--- src/rtl/dss_pkg.sv ---
// ----------------------------------------------------------------------------
// dss_pkg
// Shared types and constants for the dual stack shared memory block.
// ----------------------------------------------------------------------------
package dss_pkg;

  localparam int unsigned CNT_W     = 11;
  localparam int unsigned OP_W      = 3;
  localparam int unsigned VAL_W     = 32;
  localparam int unsigned ST_W      = 2;
  localparam logic [CNT_W-1:0] CAP_RESET = 11'd1024;

  typedef enum logic [OP_W-1:0] {
    OP_PUSH_FIRST  = 3'd0,
    OP_PUSH_SECOND = 3'd1,
    OP_POP_FIRST   = 3'd2,
    OP_POP_SECOND  = 3'd3,
    OP_PEEK_FIRST  = 3'd4,
    OP_PEEK_SECOND = 3'd5
  } op_e;

  typedef enum logic [ST_W-1:0] {
    ST_OK       = 2'd0,
    ST_OVERFLOW = 2'd1,
    ST_EMPTY    = 2'd2
  } status_e;

  typedef struct packed {
    logic             mem_we;
    logic             mem_re;
    logic             has_value;
    logic [CNT_W-1:0] index;
    status_e          status;
    logic [CNT_W-1:0] first_cnt;
    logic [CNT_W-1:0] second_cnt;
  } ptr_resp_t;

endpackage

--- src/rtl/dss_ptr.sv ---
// ----------------------------------------------------------------------------
// dss_ptr
// Capacity and fill level registers, operation decode and store addressing.
// ----------------------------------------------------------------------------
module dss_ptr #(
  parameter int unsigned DEPTH = 1024
) (
  input  logic                      clk_i,
  input  logic                      rst_ni,
  input  logic                      cfg_we_i,
  input  logic [dss_pkg::CNT_W-1:0] cfg_wdata_i,
  input  logic                      fire_i,
  input  logic [dss_pkg::OP_W-1:0]  op_i,
  output dss_pkg::ptr_resp_t        resp_o
);

  localparam int unsigned CW = dss_pkg::CNT_W;

  logic [CW-1:0] cap_q, first_q, second_q;
  logic [CW-1:0] cap_eff;
  logic [CW:0]   fill_sum;
  logic          room;

  assign cap_eff  = (32'(cap_q) > DEPTH) ? CW'(DEPTH) : cap_q;
  assign fill_sum = {1'b0, first_q} + {1'b0, second_q};
  assign room     = fill_sum < {1'b0, cap_eff};

  always_comb begin
    resp_o            = '0;
    resp_o.status     = dss_pkg::ST_OK;
    resp_o.first_cnt  = first_q;
    resp_o.second_cnt = second_q;
    case (dss_pkg::op_e'(op_i))
      dss_pkg::OP_PUSH_FIRST: begin
        if (room) begin
          resp_o.mem_we    = 1'b1;
          resp_o.index     = first_q;
          resp_o.first_cnt = first_q + 1'b1;
        end else begin
          resp_o.status = dss_pkg::ST_OVERFLOW;
        end
      end
      dss_pkg::OP_PUSH_SECOND: begin
        if (room) begin
          resp_o.mem_we     = 1'b1;
          resp_o.second_cnt = second_q + 1'b1;
          resp_o.index      = cap_eff - resp_o.second_cnt;
        end else begin
          resp_o.status = dss_pkg::ST_OVERFLOW;
        end
      end
      dss_pkg::OP_POP_FIRST, dss_pkg::OP_PEEK_FIRST: begin
        if (first_q == '0) begin
          resp_o.status = dss_pkg::ST_EMPTY;
        end else begin
          resp_o.mem_re    = 1'b1;
          resp_o.has_value = 1'b1;
          resp_o.index     = first_q - 1'b1;
          if (dss_pkg::op_e'(op_i) == dss_pkg::OP_POP_FIRST) begin
            resp_o.first_cnt = first_q - 1'b1;
          end
        end
      end
      dss_pkg::OP_POP_SECOND, dss_pkg::OP_PEEK_SECOND: begin
        if (second_q == '0 || second_q > cap_eff) begin
          resp_o.status = dss_pkg::ST_EMPTY;
        end else begin
          resp_o.mem_re    = 1'b1;
          resp_o.has_value = 1'b1;
          resp_o.index     = cap_eff - second_q;
          if (dss_pkg::op_e'(op_i) == dss_pkg::OP_POP_SECOND) begin
            resp_o.second_cnt = second_q - 1'b1;
          end
        end
      end
      default: begin
        resp_o.status = dss_pkg::ST_OK;
      end
    endcase
  end

  always_ff @(posedge clk_i or negedge rst_ni) begin
    if (!rst_ni) begin
      cap_q    <= dss_pkg::CAP_RESET;
      first_q  <= '0;
      second_q <= '0;
    end else if (cfg_we_i) begin
      cap_q    <= cfg_wdata_i;
      first_q  <= '0;
      second_q <= '0;
    end else if (fire_i) begin
      first_q  <= resp_o.first_cnt;
      second_q <= resp_o.second_cnt;
    end
  end

  a_fill_bound: assert property (@(posedge clk_i) disable iff (!rst_ni)
    fill_sum <= {1'b0, cap_eff})
    else $error("stack fill levels exceed capacity");

  a_cfg_clears: assert property (@(posedge clk_i) disable iff (!rst_ni)
    cfg_we_i |=> (first_q == '0 && second_q == '0))
    else $error("fill levels not cleared after capacity write");

  a_one_access: assert property (@(posedge clk_i) disable iff (!rst_ni)
    !(resp_o.mem_we && resp_o.mem_re))
    else $error("read and write issued together");

  a_idle_hold: assert property (@(posedge clk_i) disable iff (!rst_ni)
    (!cfg_we_i && !fire_i) |=> ($stable(first_q) && $stable(second_q)))
    else $error("fill level moved without an operation");

endmodule

--- config.mk ---
export PLATFORM = sky130hd
export DESIGN_NAME = dss_ptr
export DESIGN_NICKNAME = d
export VERILOG_FILES = /design/src/rtl/dss_pkg.sv /design/src/rtl/dss_ptr.sv
export SDC_FILE = /design/constraint.sdc
export NUM_CORES = 1
export LEC_CHECK = 0
export BUFFER_PORTS_ARGS = -buffer_cell sky130_fd_sc_hd__clkbuf_2
export CAP_MARGIN = 20
export CORE_MARGIN = 2
export CORE_UTILIZATION = 35
export DETAILED_ROUTE_END_ITERATION = 6
export SYNTH_ARGS = -nofsm -noshare
export SYNTH_HDL_FRONTEND = slang
export SYNTH_SLANG_ARGS = --single-unit
--- constraint.sdc ---
create_clock -name clk_i -period 5.3 [get_ports clk_i]
set_clock_uncertainty 0.1 [all_clocks]
set_input_delay 1.325 -clock clk_i [delete_from_list [all_inputs] [get_ports clk_i]]
set_output_delay 1.325 -clock clk_i [all_outputs]
set_load 0.01 [all_outputs]
* Word level (Yosys, flattened, before mapping)
Cells that the tools add are included.
W data, S select, Z words.
** Word-level totals
- Output and inout port bits :: 38
- Input port bits :: 18
- Logic and storage cells :: 51
- Register bits :: 33
** Operators by class
- Order comparisons :: 3
- Reductions and logical operators :: 8
- $add $sub $neg :: 7
- Muxes and demuxes :: 25
- Eq/ne operators :: 5
** Operators by type and width (count)
- $mux W11 :: 13
- $pmux W11 S2 :: 2
- $pmux W11 S4 :: 1
- $mux W13 :: 2
- $add A11 B1 Y11 const B :: 2
- $logic_not A11 Y1 :: 2
- $sub A11 B1 Y11 const B :: 2
- $sub A11 B11 Y11 :: 2
- $add A11 B11 Y12 :: 1
- $lt A12 B11 Y1 :: 1
- $gt A11 B11 Y1 :: 1
- $gt A11 B11 Y1 const B :: 1
- $eq A3 B2 Y1 const B :: 2
- $eq A3 B3 Y1 const B :: 2
- $pmux W2 S3 :: 1
- $reduce_or A2 Y1 :: 3
- $mux W2 :: 2
- $pmux W2 S2 :: 1
- $eq A3 B1 Y1 const B :: 1
- $logic_not A3 Y1 :: 1
- $mux W1 :: 3
- $reduce_bool A2 Y1 :: 1
- $logic_or A1 B1 Y1 :: 1

* Depth between registers and ports, before layout
Gate-level depths: netlist of the first run.
- Word-level depth :: 8
- Depth in mapped cells :: 19
- Depth with buffers taken out :: 19

* Worst setup path after synthesis of the first run
No wires, ideal clock.
- Kind :: register to output
- Start :: register second_q[0]
- End :: output resp_o[8] (netlist bit)
- Data required time :: 3875 ps
- Arrival :: 4114 ps
- Cell stages (with the launch flop) :: 18
- Buffers on the path :: 2
- Setup slack :: -239 ps
- Cells stage by stage :: dfrtp_1 ha_1 fa_1 a21o_1 a21oi_1 o21bai_1 a21oi_1 o21ai_0 o311ai_0 ha_1 a211oi_1 o221ai_1 a41o_1 buf_2 nor3_2 buf_2 a22oi_1 xnor2_1
** RTL lines
- start, declared :: line dss_ptr.sv:19 : logic [CW-1:0] cap_q, first_q, second_q;
- start signal, assigned :: line dss_ptr.sv:93 : second_q <= resp_o.second_cnt;
- end, declared :: line dss_ptr.sv:14 : output dss_pkg::ptr_resp_t resp_o

==> summary.json, run 1 <==
{
  "finish": {
    "finalNonFillerCells": 969,
    "antenna-diode-count": 0,
    "layout.area.seq_um2": 830,
    "n_fill_cell": 1399,
    "final_cell_area_um2": 7070,
    "post_route_cells_drive_above_1_share": 0.357,
    "multi_input_comb_area_um2": 4490,
    "fin_nets": 851,
    "area_growth_pct": 37.4
  },
  "detailed_routing": {
    "avgViaCountPerCell": 6.07,
    "drt-total-wl_mm": 20.6,
    "drt-wirelength-per-cell_um": 21.3,
    "detail_route.iter0.violations": 626,
    "ant_nets": 0,
    "drt_pre_antenna_iters": 6,
    "drc": 0,
    "route.vias.total": 5882
  },
  "critical_path": {
    "startpoint_type_of_the_worst_setup_path": "flop",
    "critical_path.reg2reg.endpoint": "first_q[9]",
    "end_kind": "output port",
    "critical_path.max_fanout": 6,
    "worstPathRequired_ns": 3.88,
    "reg2reg_depth": 25,
    "reg2reg_from": "second_q[0]",
    "critPathKind": "reg -> out",
    "r2r_slack_ns": 0.27,
    "cp.arrival_ns": 4.28
  },
  "synth": {
    "synth-seq-cells": 33,
    "yosys.area.top_type_share": 0.156,
    "avgSynthCellArea_um2": 7.81,
    "netlist_area_before_placement_um2": 5150,
    "synth_cell_types": 91,
    "ys.warnings.count": 0,
    "synth_top_cell_by_area": "sky130_fd_sc_hd__dfrtp_1",
    "dominantRegCellSynth": "sky130_fd_sc_hd__dfrtp_1",
    "synthesis.nets": 726,
    "yosys-top-cells-count": "sky130_fd_sc_hd__nor2_1 (63), sky130_fd_sc_hd__nand2_1 (54), sky130_fd_sc_hd__ha_1 (46), sky130_fd_sc_hd__inv_1 (37), sky130_fd_sc_hd__xnor2_1 (36)",
    "synth_enable_flop_cells": 0,
    "synthTopCellsByArea": "sky130_fd_sc_hd__dfrtp_1 (16%), sky130_fd_sc_hd__ha_1 (11%), sky130_fd_sc_hd__xnor2_1 (6.1%)",
    "postSynth.asyncResetShare": 1.00,
    "synthesis.instances": 659,
    "synth_seq_area_share": 0.161,
    "synth.most_common_cell": "sky130_fd_sc_hd__nor2_1"
  },
  "placed_design": {
    "gp_congestion": 1.05,
    "place_area_um2": 5980,
    "io_buffers": 55,
    "dpl.hpwl_mm": 15.3,
    "placedCellCount": 921
  },
  "clock_network": {
    "cts_buffers": 5,
    "hold_buffers": 0,
    "clk_transition_reported_paths_ns": 0.07,
    "cts.root.buffer_cell": "sky130_fd_sc_hd__clkbuf_16",
    "insertion_delay_ns": 0.29,
    "cts_max_path_buffers": 2,
    "htree_num_levels": 2,
    "tritoncts_clock_tree": "done",
    "tritoncts_num_sinks": 33
  },
  "global_routing": {
    "grt.overflow.total": 0,
    "track_usage": 0.254,
    "grt_first_pass_wirelength_mm": 31.6,
    "first_global_vias": 5732,
    "grt_start_max_net_pins": 41,
    "number_of_antenna_violations_at_the_first_check_in_global_routing": 0
  },
  "power": {
    "post-layout-total-power_w": 0.00141,
    "switching_share": 0.406,
    "p_leak_nw": 3.17,
    "p_int_w": 0.000838,
    "power.switching_w": 0.000574,
    "vdd_ir_drop_max_mv": 0.113,
    "power.density_nw_per_um2": 200,
    "clkPwrFrac": 0.293,
    "power.combinational.fraction": 0.509,
    "seq_power_share": 0.198
  },
  "sta": {
    "postLayoutSetupSlackWorst_ns": -0.406,
    "maxClockFrequency_mhz": 175,
    "timing_max_transition_violations_final": 0,
    "worst_hold_slack_across_all_endpoints_ns": 0.407,
    "hold_viol_final": 0,
    "setup-tns-final_ns": -9.50,
    "period_needed_ns": 5.71,
    "worstMarginPinSlew_ns": 1.06,
    "timing.slew.headroom": 0.293,
    "layout_worst_path_cycle_share": 1.08,
    "setup_viol": 34,
    "unrepaired_setup_endpoints_after_global_routing": "true"
  },
  "floorplan": {
    "core_um2": 14400,
    "io_pins": 56,
    "initial_core_util": 0.357,
    "fp.dieArea_um2": 15700,
    "die_width_um": 125,
    "fp.dieH_um": 125,
    "floorplan.rows": 44
  },
  "job": {
    "cap_violations": 0
  },
  "hold_path": {
    "hold_path_end": "cap_q[6]",
    "timing.hold.worst.start": "cap_q[6]",
    "min-delay-path-class": "reg -> reg",
    "min_path_cells": 1
  },
  "status": {
    "outcome": "complete, but fails checks",
    "failed_checks": "setup timing"
  }
}
-- layout by cell type (no fill, tap or decap), drive strengths merged, types with 6 or more instances in the layout --
cell type and n:
clkbuf 29, nand4 9, xnor2 36, o21ai 32, ha 46, nor3b 6
dfrtp 32, o211ai 7, and2 9, nor2 64, xor2 11, nor4 8
and3 14, nand2b 7, inv 38, nor3 18, buf 137, a22oi 10
nand2 55, a31oi 8, mux2 17, a21oi 33, o221ai 10, a21o 15
nand3 19, a211oi 8, nor2b 7
-- what timing repair did --
action,in CTS,in global routing
gates resized for setup,79,74
gates cloned,1,0
pin swaps,48,36
setup buffers,30,16
setup endpoints to repair,35,36
-- layout make-up --
type / instances / share of cell area
Clock inverter: 3 / 0.00973
Inverter: 38 / 0.0202
Multi-Input combinational cell: 545 / 0.634
Sequential cell: 33 / 0.117
Clock buffer: 5 / 0.0177
Timing Repair Buffer: 161 / 0.168
Tap cell: 184 / 0.0325
-- worst max path at each step --
stage                     start          to  slack [ns]  cells after the start
floorplan           second_q[0]   resp_o[8]        0.02                     17
detailed placement   first_q[1]  resp_o[28]       -0.31                     17
CTS                 second_q[0]  resp_o[25]       -0.33                     18
global placement     first_q[1]  resp_o[26]       -0.29                     17
global route        second_q[0]  resp_o[18]       -0.55                     17
finish              second_q[0]  resp_o[31]       -0.41                     19
-- stage by stage --
stage / setup WS (ns) / utilization
floorplan: 0.0175 / -
global placement: -0.287 / 0.415
detailed placement: -0.309 / 0.415
CTS: -0.327 / 0.471
global route: -0.547 / 0.490
finish: -0.406 / 0.490
-- sequential cells by signal (all words and copies together), names as in the netlist --
| register | count |
|---|---|
| second_q | 11 |
| cap_q | 11 |
| first_q | 11 |
-- per-layer routing --
layer	up-vias	GRT usage	routed length (µm)
met1	2862	0.317	8420
met3	54	0.0355	1200
met5	-	0	0
met2	267	0.437	10100
li1	2699	-	-
met4	0	0.113	898
-- power groups by stage --
stage	Sequential, W	Clock, W	Combinational, W
after floorplan	0.000279	0	0.000394
after global placement	0.000283	0	0.000588
after detailed placement	0.000283	0	0.000596
after CTS	0.000279	0.000418	0.000668
after global routing	0.000281	0.000424	0.000768
final	0.000280	0.000414	0.000719
-- worst max-delay path: stages, from the launching register on --
cell                       delay, ns
sky130_fd_sc_hd__dfrtp_2        0.43
sky130_fd_sc_hd__ha_4           0.17
sky130_fd_sc_hd__buf_6          0.11
sky130_fd_sc_hd__a211oi_2       0.20
sky130_fd_sc_hd__nor2_1         0.08
sky130_fd_sc_hd__o31a_1         0.30
sky130_fd_sc_hd__o21ai_1        0.14
sky130_fd_sc_hd__nand2b_1       0.07
sky130_fd_sc_hd__xor2_1         0.16
sky130_fd_sc_hd__ha_1           0.32
sky130_fd_sc_hd__and3_4         0.22
sky130_fd_sc_hd__nand3_4        0.09
sky130_fd_sc_hd__o41ai_4        0.40
sky130_fd_sc_hd__o2111a_2       0.39
sky130_fd_sc_hd__buf_6          0.13
sky130_fd_sc_hd__nor3_4         0.03
sky130_fd_sc_hd__buf_6          0.15
sky130_fd_sc_hd__buf_6          0.13
sky130_fd_sc_hd__a221o_1        0.30
sky130_fd_sc_hd__buf_2          0.14
-- cells by family after synthesis --
family	share of synthesized area
AND/OR/NAND/NOR	0.239
AO/OA/AOI/OAI	0.285
buffers and inverters	0.0669
adder cells (fa/ha/maj)	0.124
XOR/XNOR	0.0800
flip-flops	0.161
multiplexers	0.0450
No activity file was read; power rests on OpenSTA's default activity.
==> run 2, diff against run 1 <==
--- a/config.mk
+++ b/config.mk
@@ -5,11 +5,11 @@
 export SDC_FILE = /design/constraint.sdc
 export NUM_CORES = 1
 export LEC_CHECK = 0
-export BUFFER_PORTS_ARGS = -buffer_cell sky130_fd_sc_hd__clkbuf_2
 export CAP_MARGIN = 20
 export CORE_MARGIN = 2
 export CORE_UTILIZATION = 35
 export DETAILED_ROUTE_END_ITERATION = 6
+export DONT_BUFFER_PORTS = 1
 export SYNTH_ARGS = -nofsm -noshare
 export SYNTH_HDL_FRONTEND = slang
 export SYNTH_SLANG_ARGS = --single-unit
==> run 2 against run 1 <==
Effect of this change: the run still ends with setup timing left; critical path type unchanged; clock power shrank 1%; largest cell class unchanged; count of clock-buffer cells in the layout stayed put; flip-flop and latch count stayed put; die area is the same; register-to-register slack worse by 0.12 ns; sequential share of layout area up 0.29 points; worst hold slack gained 0.0082 ns; maximum frequency up 1.7%; total power fell by 3.2%; global-route usage down 0.23 points; cell area decreased by 2.2%.
==> summary.json, run 2 (synthesis results as in run 1) <==
{
  "placed_design": {
    "gp_congestion": 0.996,
    "io_buffers": 0,
    "dpl.hpwl_mm": 15.0
  },
  "detailed_routing": {
    "avgViaCountPerCell": 6.17,
    "drt-total-wl_mm": 20.3,
    "ant_nets": 0,
    "drc": 0,
    "drt_pre_antenna_iters": 6,
    "route.vias.total": 5706,
    "drt-wirelength-per-cell_um": 22.0,
    "detail_route.iter0.violations": 441
  },
  "sta": {
    "period_needed_ns": 5.61,
    "layout_worst_path_cycle_share": 1.06,
    "timing_max_transition_violations_final": 0,
    "hold_viol_final": 0,
    "maxClockFrequency_mhz": 178,
    "timing.slew.headroom": 0.559,
    "postLayoutSetupSlackWorst_ns": -0.311,
    "unrepaired_setup_endpoints_after_global_routing": "true",
    "worstMarginPinSlew_ns": 0.660,
    "setup_viol": 33
  },
  "critical_path": {
    "crit_chain": "ha_4 > fa_2 > a21o_1 > a21oi_2 > o21bai_1 > a21oi_2 > xnor2_1 > ha_1 > a21o_1 > a221oi_2 > o41ai_2 > o2111a_2 > buf_8 > o41ai_4 > nand2_2 > xnor2_2 > buf_4",
    "critPathKind": "reg -> out",
    "end_kind": "output port",
    "r2r_slack_ns": 0.15,
    "cp.arrival_ns": 4.19,
    "timing.critical_path.slowest_cell_delay_ns": 0.42,
    "startpoint_type_of_the_worst_setup_path": "flop",
    "cp_slowest_cell": "sky130_fd_sc_hd__dfrtp_2",
    "critical_path.max_fanout": 5,
    "worstPathRequired_ns": 3.88
  },
  "floorplan": {
    "fp.dieH_um": 125,
    "io_pins": 56,
    "initial_core_util": 0.357,
    "die_width_um": 125,
    "floorplan.rows": 44,
    "fp.dieArea_um2": 15700,
    "core_um2": 14400
  },
  "finish": {
    "antenna-diode-count": 0,
    "area_growth_pct": 34.4,
    "fin_nets": 807,
    "post_route_cells_drive_above_1_share": 0.335,
    "top_library_cells_by_usage_in_the_layout_fill_and_taps_aside": "sky130_fd_sc_hd__buf_4 (100), sky130_fd_sc_hd__nor2_1 (61), sky130_fd_sc_hd__nand2_1 (50)",
    "final_util": 0.479,
    "final_common_cell": "sky130_fd_sc_hd__buf_4",
    "largestRegisters": "cap_q x11, first_q x11, second_q x11"
  },
  "clock_network": {
    "tritoncts_num_sinks": 33,
    "cts_buffers": 5,
    "cts.root.buffer_cell": "sky130_fd_sc_hd__clkbuf_16",
    "cts_max_path_buffers": 2,
    "clk_transition_reported_paths_ns": 0.06,
    "htree_num_levels": 2,
    "insertion_delay_ns": 0.30,
    "tritoncts_clock_tree": "done"
  },
  "power": {
    "power.density_nw_per_um2": 198,
    "power.switching_w": 0.000548,
    "p_leak_nw": 2.97,
    "switching_share": 0.401,
    "post-layout-total-power_w": 0.00137,
    "power.combinational.fraction": 0.495,
    "vdd_ir_drop_max_mv": 0.192,
    "seq_power_share": 0.206,
    "p_int_w": 0.000819,
    "clkPwrFrac": 0.299
  },
  "status": {
    "failed_checks": "setup timing",
    "outcome": "complete, but fails checks"
  },
  "global_routing": {
    "number_of_antenna_violations_at_the_first_check_in_global_routing": 0,
    "grt_first_pass_wirelength_mm": 31.3,
    "grt.overflow.total": 0,
    "track_usage": 0.252,
    "grt_start_max_net_pins": 41,
    "first_global_vias": 5643
  },
  "hold_path": {
    "min-delay-path-class": "reg -> reg"
  },
  "job": {
    "cap_violations": 0
  }
}
[run 2: cell types whose count changed in the layout (fill, tap and decap cells not counted), moves of 6 or more]
cell	delta
sky130_fd_sc_hd__buf_2	-29
sky130_fd_sc_hd__clkbuf_2	-24
sky130_fd_sc_hd__buf_4	+16
sky130_fd_sc_hd__buf_6	-6
[run 2: per-layer routing]
layer  wire length (µm)  track usage  up-vias
met1               7960        0.314     2690
met2               9590        0.416      323
met5                  0            0        -
met3               1730       0.0432       74
li1                   -            -     2619
met4               1040        0.135        0
[run 2: final timing paths]
kind / from / endpoint / depth (start not counted)
setup reg to reg: second_q[0] / first_q[5] / 28
hold reg to reg: cap_q[1] / cap_q[1] / 1
hold / removal: cap_q[1] / cap_q[1] / 1
setup / recovery: second_q[0] / resp_o[18] / 17
max in group asynchronous: rst_ni / cap_q[10] / 0
min in group asynchronous: rst_ni / cap_q[9] / 0
[run 2: area by class of cell]
| type | count | area [µm²] |
|---|---|---|
| Tap cell | 184 | 230 |
| Clock buffer | 5 | 125 |
| Multi-Input combinational cell | 545 | 4550 |
| Clock inverter | 3 | 68.8 |
| Fill cell | 1363 | 7510 |
| Timing Repair Buffer | 117 | 963 |
| Inverter | 38 | 145 |
| Sequential cell | 33 | 831 |
[run 2: worst max-delay path: cells and delay by family, from the launching register on]
family | cells | cell delay (ns)
buffers and inverters | 2 | 0.31
DFF | 1 | 0.42
AOI/OAI and AO/OA | 9 | 1.90
adders and majority gates | 3 | 0.80
xor gates and xnor gates | 2 | 0.31
and+or+nand+nor | 1 | 0.12
[run 2: repair_timing]
action,4_1_cts,5_1_grt
endpoints found under the setup margin,34,35
pin swaps,56,42
hold buffers,0,0
gates cloned,1,0
setup buffers,27,13
endpoints found under the hold margin,0,0
gates resized for setup,85,44
[run 2: metrics by stage]
stage	setup TNS (ns)	cells	worst slack [ns]	hold slack, ns	area [µm²]
floorplan	0	659	0.0175	0.381	5160
global placement	-0.724	878	-0.139	0.398	5790
detailed placement	-3.51	878	-0.281	0.404	5790
CTS	-3.54	914	-0.216	0.418	6600
global route	-9.94	925	-0.433	0.436	6920
finish	-6.05	925	-0.311	0.416	6920
[run 2: power groups by stage]
| stage | combinational (W) | clock (W) | sequential (W) |
|---|---|---|---|
| after floorplan | 0.000394 | 0 | 0.000279 |
| after global placement | 0.000543 | 0 | 0.000284 |
| after detailed placement | 0.000550 | 0 | 0.000284 |
| after CTS | 0.000621 | 0.000409 | 0.000280 |
| after global routing | 0.000726 | 0.000421 | 0.000282 |
| final | 0.000677 | 0.000409 | 0.000281 |
